[config.mk]
export PLATFORM = sky130hd
export DESIGN_NAME = apc_lane
export DESIGN_NICKNAME = d
export VERILOG_FILES = /design/src/rtl/apc_pkg.sv /design/src/rtl/apc_div.sv /design/src/rtl/apc_lane.sv
export SDC_FILE = /design/constraint.sdc
export NUM_CORES = 1
export LEC_CHECK = 0
export ABC_CLOCK_PERIOD_IN_PS = 11300
export BUFFER_PORTS_ARGS = -buffer_cell sky130_fd_sc_hd__buf_4
export CAP_MARGIN = 40
export CORE_AREA = 2 2 145 147
export CTS_BUF_LIST = sky130_fd_sc_hd__clkbuf_16
export DETAILED_ROUTE_END_ITERATION = 16
export DIE_AREA = 0 0 147 149
export PLACE_DENSITY = 0.66
export SLEW_MARGIN = 20
export SYNTH_ARGS = -nofsm -noshare
export SYNTH_HDL_FRONTEND = slang
export SYNTH_HIERARCHICAL = 1
export SYNTH_SLANG_ARGS = --single-unit
[constraint.sdc]
create_clock -name clk_i -period 11.3 [get_ports clk_i]
set_input_delay 1.13 -clock clk_i [delete_from_list [all_inputs] [get_ports clk_i]]
set_output_delay 1.13 -clock clk_i [all_outputs]
set_load 0.01 [all_outputs]
[src/rtl/apc_pkg.sv]
package apc_pkg;

  localparam int unsigned ValueWidthDefault = 16;
  localparam int unsigned CountWidthDefault = 16;

  // The total divisor count of a pair saturates here.
  localparam logic [7:0] TotalMax = 8'd255;

  // Lane sequencer states.
  typedef enum logic [3:0] {
    LANE_IDLE = 4'b0001,
    LANE_TEST = 4'b0010,
    LANE_DIV  = 4'b0100,
    LANE_DONE = 4'b1000
  } lane_state_e;

  // Widths of the candidate divisor, the raw divisor sum and the divisor count.
  function automatic int unsigned cand_width(int unsigned value_width);
    return (value_width + 1) / 2 + 2;
  endfunction

  function automatic int unsigned sum_width(int unsigned value_width);
    return value_width + 3;
  endfunction

  function automatic int unsigned cnt_width(int unsigned value_width);
    return (value_width + 1) / 2 + 3;
  endfunction

endpackage

[src/rtl/apc_div.sv]
module apc_div #(
  parameter int unsigned VALUE_WIDTH = apc_pkg::ValueWidthDefault
) (
  input  logic                   clk_i,
  input  logic                   rst_ni,
  input  logic                   start_i,
  input  logic [VALUE_WIDTH-1:0] dividend_i,
  input  logic [VALUE_WIDTH-1:0] divisor_i,
  output logic                   done_o,
  output logic [VALUE_WIDTH-1:0] quotient_o,
  output logic [VALUE_WIDTH-1:0] remainder_o
);
  import apc_pkg::*;

  localparam int unsigned StepWidth = $clog2(VALUE_WIDTH + 1);

  logic [StepWidth-1:0]   step_q, step_d;
  logic                   done_q, done_d;
  logic [VALUE_WIDTH-1:0] quo_q, quo_d;
  logic [VALUE_WIDTH-1:0] rem_q, rem_d;
  logic [VALUE_WIDTH-1:0] dvs_q, dvs_d;
  logic [VALUE_WIDTH:0]   shifted;
  logic [VALUE_WIDTH:0]   trial;

  // Restoring division, one quotient bit per cycle.
  always_comb begin
    shifted = {rem_q, quo_q[VALUE_WIDTH-1]};
    trial   = shifted - {1'b0, dvs_q};
    step_d  = step_q;
    quo_d   = quo_q;
    rem_d   = rem_q;
    dvs_d   = dvs_q;
    done_d  = 1'b0;
    if (start_i) begin
      step_d = StepWidth'(VALUE_WIDTH);
      quo_d  = dividend_i;
      rem_d  = '0;
      dvs_d  = divisor_i;
    end else if (step_q != '0) begin
      step_d = step_q - 1'b1;
      done_d = (step_q == StepWidth'(1));
      if (!trial[VALUE_WIDTH]) begin
        rem_d = trial[VALUE_WIDTH-1:0];
        quo_d = {quo_q[VALUE_WIDTH-2:0], 1'b1};
      end else begin
        rem_d = shifted[VALUE_WIDTH-1:0];
        quo_d = {quo_q[VALUE_WIDTH-2:0], 1'b0};
      end
    end
  end

  always_ff @(posedge clk_i or negedge rst_ni) begin
    if (!rst_ni) begin
      step_q <= '0;
      done_q <= 1'b0;
    end else begin
      step_q <= step_d;
      done_q <= done_d;
    end
  end

  always_ff @(posedge clk_i) begin
    quo_q <= quo_d;
    rem_q <= rem_d;
    dvs_q <= dvs_d;
  end

  assign done_o      = done_q;
  assign quotient_o  = quo_q;
  assign remainder_o = rem_q;

endmodule

[src/rtl/apc_lane.sv]
module apc_lane #(
  parameter int unsigned VALUE_WIDTH = apc_pkg::ValueWidthDefault
) (
  input  logic                                        clk_i,
  input  logic                                        rst_ni,
  input  logic                                        start_i,
  input  logic [VALUE_WIDTH-1:0]                      value_i,
  output logic                                        done_o,
  output logic [apc_pkg::sum_width(VALUE_WIDTH)-1:0]  sum_o,
  output logic [apc_pkg::cnt_width(VALUE_WIDTH)-1:0]  count_o
);
  import apc_pkg::*;

  localparam int unsigned DW = cand_width(VALUE_WIDTH);
  localparam int unsigned SW = sum_width(VALUE_WIDTH);
  localparam int unsigned CW = cnt_width(VALUE_WIDTH);
  localparam int unsigned QW = VALUE_WIDTH + 2;

  lane_state_e            state_q, state_d;
  logic [VALUE_WIDTH-1:0] n_q, n_d;
  logic [DW-1:0]          d_q, d_d;
  logic [QW-1:0]          sq_q, sq_d;
  logic [SW-1:0]          s_q, s_d;
  logic [CW-1:0]          c_q, c_d;

  logic                   div_start;
  logic                   div_done;
  logic [VALUE_WIDTH-1:0] quo;
  logic [VALUE_WIDTH-1:0] rem;
  logic [VALUE_WIDTH-1:0] d_ext;
  logic                   pair_div;

  assign d_ext    = {{(VALUE_WIDTH - DW){1'b0}}, d_q};
  assign pair_div = (quo != d_ext);

  apc_div #(
    .VALUE_WIDTH(VALUE_WIDTH)
  ) u_div (
    .clk_i      (clk_i),
    .rst_ni     (rst_ni),
    .start_i    (div_start),
    .dividend_i (n_q),
    .divisor_i  (d_ext),
    .done_o     (div_done),
    .quotient_o (quo),
    .remainder_o(rem)
  );

  // Candidates run while d*d <= n; the square is kept by adding 2d+1.
  always_comb begin
    state_d   = state_q;
    n_d       = n_q;
    d_d       = d_q;
    sq_d      = sq_q;
    s_d       = s_q;
    c_d       = c_q;
    div_start = 1'b0;
    if (start_i) begin
      state_d = LANE_TEST;
      n_d     = value_i;
      d_d     = DW'(1);
      sq_d    = QW'(1);
      s_d     = '0;
      c_d     = '0;
    end else begin
      case (state_q)
        LANE_IDLE: begin
          state_d = LANE_IDLE;
        end
        LANE_TEST: begin
          if (n_q == '0) begin
            s_d     = '0;
            c_d     = '0;
            state_d = LANE_DONE;
          end else if (sq_q > {2'b00, n_q}) begin
            // The value itself is not a proper divisor.
            s_d     = s_q - {3'b000, n_q};
            c_d     = c_q - 1'b1;
            state_d = LANE_DONE;
          end else begin
            div_start = 1'b1;
            state_d   = LANE_DIV;
          end
        end
        LANE_DIV: begin
          if (div_done) begin
            if (rem == '0) begin
              s_d = s_q + SW'(d_q) + (pair_div ? SW'(quo) : SW'(0));
              c_d = c_q + CW'(1) + CW'(pair_div);
            end
            d_d     = d_q + 1'b1;
            sq_d    = sq_q + {{(QW - DW - 1){1'b0}}, d_q, 1'b1};
            state_d = LANE_TEST;
          end
        end
        LANE_DONE: begin
          state_d = LANE_DONE;
        end
        default: begin
          state_d = LANE_IDLE;
        end
      endcase
    end
  end

  always_ff @(posedge clk_i or negedge rst_ni) begin
    if (!rst_ni) begin
      state_q <= LANE_IDLE;
    end else begin
      state_q <= state_d;
    end
  end

  always_ff @(posedge clk_i) begin
    n_q  <= n_d;
    d_q  <= d_d;
    sq_q <= sq_d;
    s_q  <= s_d;
    c_q  <= c_d;
  end

  assign done_o  = (state_q == LANE_DONE);
  assign sum_o   = s_q;
  assign count_o = c_q;

endmodule

==> results of run 1 <==
## layout by cell type (no fill, tap or decap), drive strengths merged, types with 7 or more instances in the layout
cell type  instances
o21a               8
a21o              21
edfxtp            48
dfxtp             74
xor2              18
nand3             24
nand3b             7
nor2              99
a311oi            21
o22ai              8
mux2              19
nand4             15
a21oi             84
a211oi            27
nand2             83
and2               7
nor4              16
inv               71
or3                8
o211ai             8
fa                14
and3              11
nor2b             20
buf               60
nor3              32
o21ai             56
dfrtp              9
nand2b            16
xnor2             39
clkbuf            18
ha                87
## report_power, final
| part | total, mW | internal (mW) | leakage, nW | switching (mW) |
|---|---|---|---|---|
| combinational | 0.815 | 0.365 | 3.13 | 0.451 |
| clock | 0.554 | 0.336 | 0.285 | 0.218 |
| sequential | 0.677 | 0.589 | 1.20 | 0.0882 |
| total | 2.05 | 1.29 | 4.62 | 0.757 |
## cell type report
type / count / area (um2) / share of cell area
clock buffer: 18 / 450 / 0.0403
sequential: 132 / 3170 / 0.284
clock inverter: 14 / 138 / 0.0123
tap: 275 / 344 / 0.0308
multi-input combinational: 855 / 6350 / 0.568
inverter: 68 / 255 / 0.0228
timing repair buffer: 61 / 463 / 0.0414
## kinds of logic (layout without fill, tap and decap cells)
group / Yosys count / in the layout / synth area share
adders and majority gates: 101 / 101 / 0.137
AOI/OAI and AO/OA: 301 / 301 / 0.229
buffers and inverters: 121 / 161 / 0.0528
DFF: 132 / 132 / 0.317
and+or+nand+nor: 368 / 368 / 0.190
xor gates and xnor gates: 57 / 57 / 0.0498
other: 1 / 6 / 0.000374
muxes: 22 / 22 / 0.0244
## metrics by stage
step	total power [mW]	area [um2]
after floorplan	1.33	10000
after global placement	1.47	10500
after detailed placement	1.49	10600
after CTS	2.05	11200
after global routing	2.18	11200
final	2.05	11200
## routing by layer
| layer | share of wire | track usage |
|---|---|---|
| met5 | 0 | 0 |
| met4 | 0.019 | 0.0726 |
| met3 | 0.043 | 0.0339 |
| met2 | 0.46 | 0.375 |
| met1 | 0.48 | 0.329 |
## critical path, delay by kind of cell, from the launching register on
kind	cells	cell delay, ns
buf+inv	1	0.25
flops	1	0.42
fa+ha+maj	3	1.15
xor+xnor	1	0.16
simple gates	4	1.12
compound gates	7	1.44
## state kept, by name, indices dropped and copies added (netlist names), 5 cells and up
| register | count |
|---|---|
| u_div/remainder_o | 16 |
| u_div/step_q | 5 |
| sum_o | 19 |
| sq_q | 18 |
| u_div/dvs_q | 16 |
| n_q | 16 |
| d_q | 10 |
| u_div/quotient_o | 16 |
| count_o | 11 |
## worst min path at each step
stage | to | startpoint | cells after the start
after global routing | state_q[1] | rst_ni | 1
after CTS | sq_q[3] | sq_q[3] | 2
after floorplan | u_div/dvs_q[3] | d_q[3] | 0
final | sq_q[3] | sq_q[3] | 2
after detailed placement | sq_q[3] | sq_q[3] | 2
after global placement | sq_q[9] | sq_q[9] | 2
==> reports/qor.txt, run 1 <==
R2R cell count = 16
Num CTS Buffers = 17
Setup Fix Bufs, Post-CTS = 0
Worst-margin pin slew = 0.753 ns
Fmax = 0.214 GHz
Max FO, Critical Path = 7
Most area-consuming cells after synthesis = dfxtp_1 15%, edfxtp_1 14%, ha_1 11%
CP arrival = 4.97 ns
Rows = 53
Leak = 4.62 nW
CTS sink cnt = 132
Core area = 0.0206 mm2
R2r setup slk = 6.62 ns
Final antenna-violating net count = 0
Global-route wire length before repair = 41.1 mm
Worst Setup SP = u_div/quotient_o[10]
Largest net degree at the start of global routing = 58
Reg-to-Reg End = sum_o[15]
Final Worst Setup Slack = 6.62 ns
Most numerous cell in the Yosys netlist = nor2_1
# DRC = 0
Pre-CTS WS = 6.71 ns
Clock-pin slew on the worst setup and hold paths = 0.06 ns
Final net count = 1255
Worst Setup EP = sum_o[15]
Slowest CP cell = nor4_1
Max-slew headroom = 0.498
Via/cell ratio = 5.81
Power per standard cell area = 183 mW/mm2
Final Hold Fails = 0
Vias in the first global route = 7924
Maximum VDD drop = 0.0000980 V
Worst Setup End Kind = register
CP peak stage delay = 0.47 ns
MaxCap Viol Count = 0
Synth Cell Area = 0.0100 mm2
Synth warn = 6
Post-DP HPWL = 18.2 mm
CTS tree = built
Fin cells = 1423
Cell count after synthesis = 1103
CTS Hold Bufs = 0
Vias = 8272
Ys flop type = dfxtp_1
DIE HEIGHT = 149 um
Initial core utilization = 0.487
H-tree Lvls = 4
RePlAce Congestion = 0.895
Crit-path cells = nor4_1 -> nand4_1 -> nor3_1 -> buf_2 -> nor2b_1 -> fa_1 -> ha_1 -> fa_1 -> a211oi_2 -> o21ai_1 -> a21o_1 -> o21a_1 -> o41a_1 -> xor2_1 -> a22oi_2 -> a211oi_2
Layout area overhead = 11.5%
Fin Clk Skew = 0.0101 ns
Clock Path Buffers = 2
Number of flops mapped to enable cells by yosys = 48
Cell chosen for the clock root = clkbuf_16
Num ports = 50
Layout cells sized above 1 = 0.156
Initial DRC count = 622
Tmin final = 4.68 ns
Final TNS setup = 0 ns
Mean post-synth cell area = 9.08 um2
Max-slew violations = 0
IO buf count = 49
Top-area cell type share of the netlist area = 0.148
Die area = 0.0219 mm2
GRT overflow = 0
Crit share post-route = 0.414
Fin util = 0.543
Layout fillers = 1934
Synth top cells by count = 96 x nor2_1, 87 x ha_1, 80 x a21oi_1, 76 x nand2_1, 74 x dfxtp_1
RSZ-0062 raised after global routing = no
Clk_lat worst skew = 0.43 ns
Cell taking the most area after synthesis = dfxtp_1
Gr usage total = 0.234
DR WL/cell = 17.5 um
Kind of critical path = register to register
Cell variety after synth = 98
DP Cell Count = 1390
Synth Register Bits = 132
# resized after CTS = 0
Min-Delay Path Class = register to register
Routed wire length = 24.9 mm
WHS = 0.494 ns
Antenna violations before repair = 0
Final setup fails = 0
ANT cells = 0
Die width = 147 um
Status = finished, final reports clean
Critical Path RT = 11.60 ns
Critical path startpoint category = register
Sequential area share after synthesis = 0.317
DR pass1 iterations = 5
Async SR Flop Fraction = 0.0758
Launch instance of the worst register-to-register path = u_div/quotient_o[10]
(Power assumes the default switching activity.)
==> run 2, diff against run 1 <==
ABC_CLOCK_PERIOD_IN_PS = 3750   (was 11300)
PLACE_DENSITY = 0.69   (was 0.66)
clock period = 3.75 ns   (was 11.3 ns; I/O delays follow)
==> reports/qor.txt, run 2 (same netlist as run 1, synthesis figures left out) <==
Worst Setup End Kind = register
Layout fillers = 1807
Most frequent cells in the layout = 112 x buf_4, 94 x nor2_1, 83 x ha_1
Die width = 147 um
Critical Path RT = 4.10 ns
WL met1 = 11.7 mm
Layout cells sized above 1 = 0.218
Cell chosen for the clock root = clkbuf_16
Num ports = 50
DR pass1 iterations = 5
Vias in the first global route = 8032
IO buf count = 49
Fmax = 0.257 GHz
Worst-margin pin slew = 0.774 ns
Routed wire length = 26.0 mm
Status = complete, but fails checks
CP arrival = 4.25 ns
ANT cells = 0
RePlAce Congestion = 0.931
Power Total = 6.54 mW
Clock Path Buffers = 2
GRT overflow = 0
CTS sink cnt = 132
Largest net degree at the start of global routing = 59
Num CTS Buffers = 17
CTS tree = built
Worst Setup EP = sum_o[15]
H-tree Lvls = 4
Launch instance of the worst register-to-register path = u_div/quotient_o[13]
Max-slew headroom = 0.483
Fin Clk Skew = 0.0160 ns
Core area = 0.0206 mm2
Failing checks = setup timing
Metal2 WL = 12.2 mm
Clock-pin slew on the worst setup and hold paths = 0.06 ns
Leak = 4.96 nW
Via/cell ratio = 5.84
Initial DRC count = 532
Min-Delay Path Class = input pin to register
Top sig layer = met4
Tmin final = 3.90 ns
Final Worst Setup Slack = -0.146 ns
Die area = 0.0219 mm2
Clk_lat worst skew = 0.43 ns
MaxCap Viol Count = 0
Max FFs per register = 19
Met3 WL = 1.48 mm
Final net count = 1311
DR WL/cell = 17.6 um
Maximum VDD drop = 0.000380 V
Global-route wire length before repair = 41.3 mm
Rows = 53
Crit share post-route = 1.04
Critical path startpoint category = register
Worst Setup SP = u_div/quotient_o[13]
R2r setup slk = -0.15 ns
WHS = 0.122 ns
Post-DP HPWL = 18.7 mm
Final setup fails = 6
# DRC = 0
Antenna violations before repair = 0
Power per standard cell area = 553 mW/mm2
Layout area overhead = 18.1%
Kind of critical path = register to register
RSZ-0062 raised after global routing = yes
DIE HEIGHT = 149 um
Reg-to-Reg End = sum_o[15]
Gr usage total = 0.237
Vias = 8641
Initial core utilization = 0.487
Max FO, Critical Path = 4
Final Hold Fails = 0
DP Cell Count = 1440
Max-slew violations = 0
R2R cell count = 17
Fin cells = 1479
Most common cell after layout, fill and taps aside = buf_4
Final antenna-violating net count = 0
==> run 2: worst max-delay path: stages (launching register included) <==
cell and delay [ns]:
edfxtp_1 0.40, nor4_2 0.29, buf_4 0.15, nand4_1 0.11, nor3_2 0.12, buf_4 0.16
nor2b_2 0.05, fa_1 0.44, ha_2 0.21, fa_2 0.35, a211oi_2 0.25, o21ai_2 0.11
a21o_1 0.19, o21a_1 0.19, o41a_1 0.32, xor2_1 0.17, a22oi_2 0.10, a211oi_2 0.21
==> run 2: cell type report <==
cell class	count	area (um2)	share of cell area
repair buffers	117	905	0.0765
multi-input cells	855	6550	0.554
flip-flops and latches	132	3170	0.268
clock buffers	20	500	0.0423
well taps	275	344	0.0291
clock inverters	12	101	0.00857
inverters	68	255	0.0216
==> run 2: per-stage QoR <==
stage	cell area, um2	setup slack [ns]	util	TNS [ns]
5_1_grt	11800	-0.399	0.575	-2.66
6_report	11800	-0.146	0.575	-0.370
3_5_place_dp	11000	-0.390	0.533	-1.84
3_3_place_gp	11000	-0.249	0.533	-0.804
4_1_cts	11600	-0.169	0.566	-0.368
2_1_floorplan	10100	0.0245	-	0
==> run 2: repair_timing <==
action | 4_1_cts | 5_1_grt
hold buffers | 1 | 0
pin swaps | 10 | 18
cloned | 0 | 0
endpoints found under the hold margin | 10 | 0
setup buffers | 0 | 6
endpoints found under the setup margin | 11 | 11
resized for setup | 12 | 31
==> run 2: how the worst min path moves through the flow <==
stage	slack, ns	start	cells after the start	endpoint
2_1_floorplan	0.08	rst_ni	0	state_q[1]
3_3_place_gp	0.22	rst_ni	1	u_div/step_q[3]
3_5_place_dp	0.22	rst_ni	1	u_div/step_q[3]
4_1_cts	0.11	value_i[5]	1	n_q[5]
5_1_grt	0.11	value_i[4]	1	n_q[4]
6_report	0.12	value_i[7]	1	n_q[7]
==> run 2: power breakdown <==
group	leakage (nW)	switching, mW	total [mW]	internal (mW)
combinational	3.46	1.54	2.84	1.30
sequential	1.20	0.234	2.01	1.77
clock	0.298	0.668	1.69	1.03
total	4.96	2.44	6.54	4.10
==> run 2: metal layers <==
layer | track usage | vias to the layer above
met5 | 0 | -
met4 | 0.0923 | 0
met3 | 0.0425 | 41
met2 | 0.385 | 262
met1 | 0.318 | 4096
li1 | - | 4242
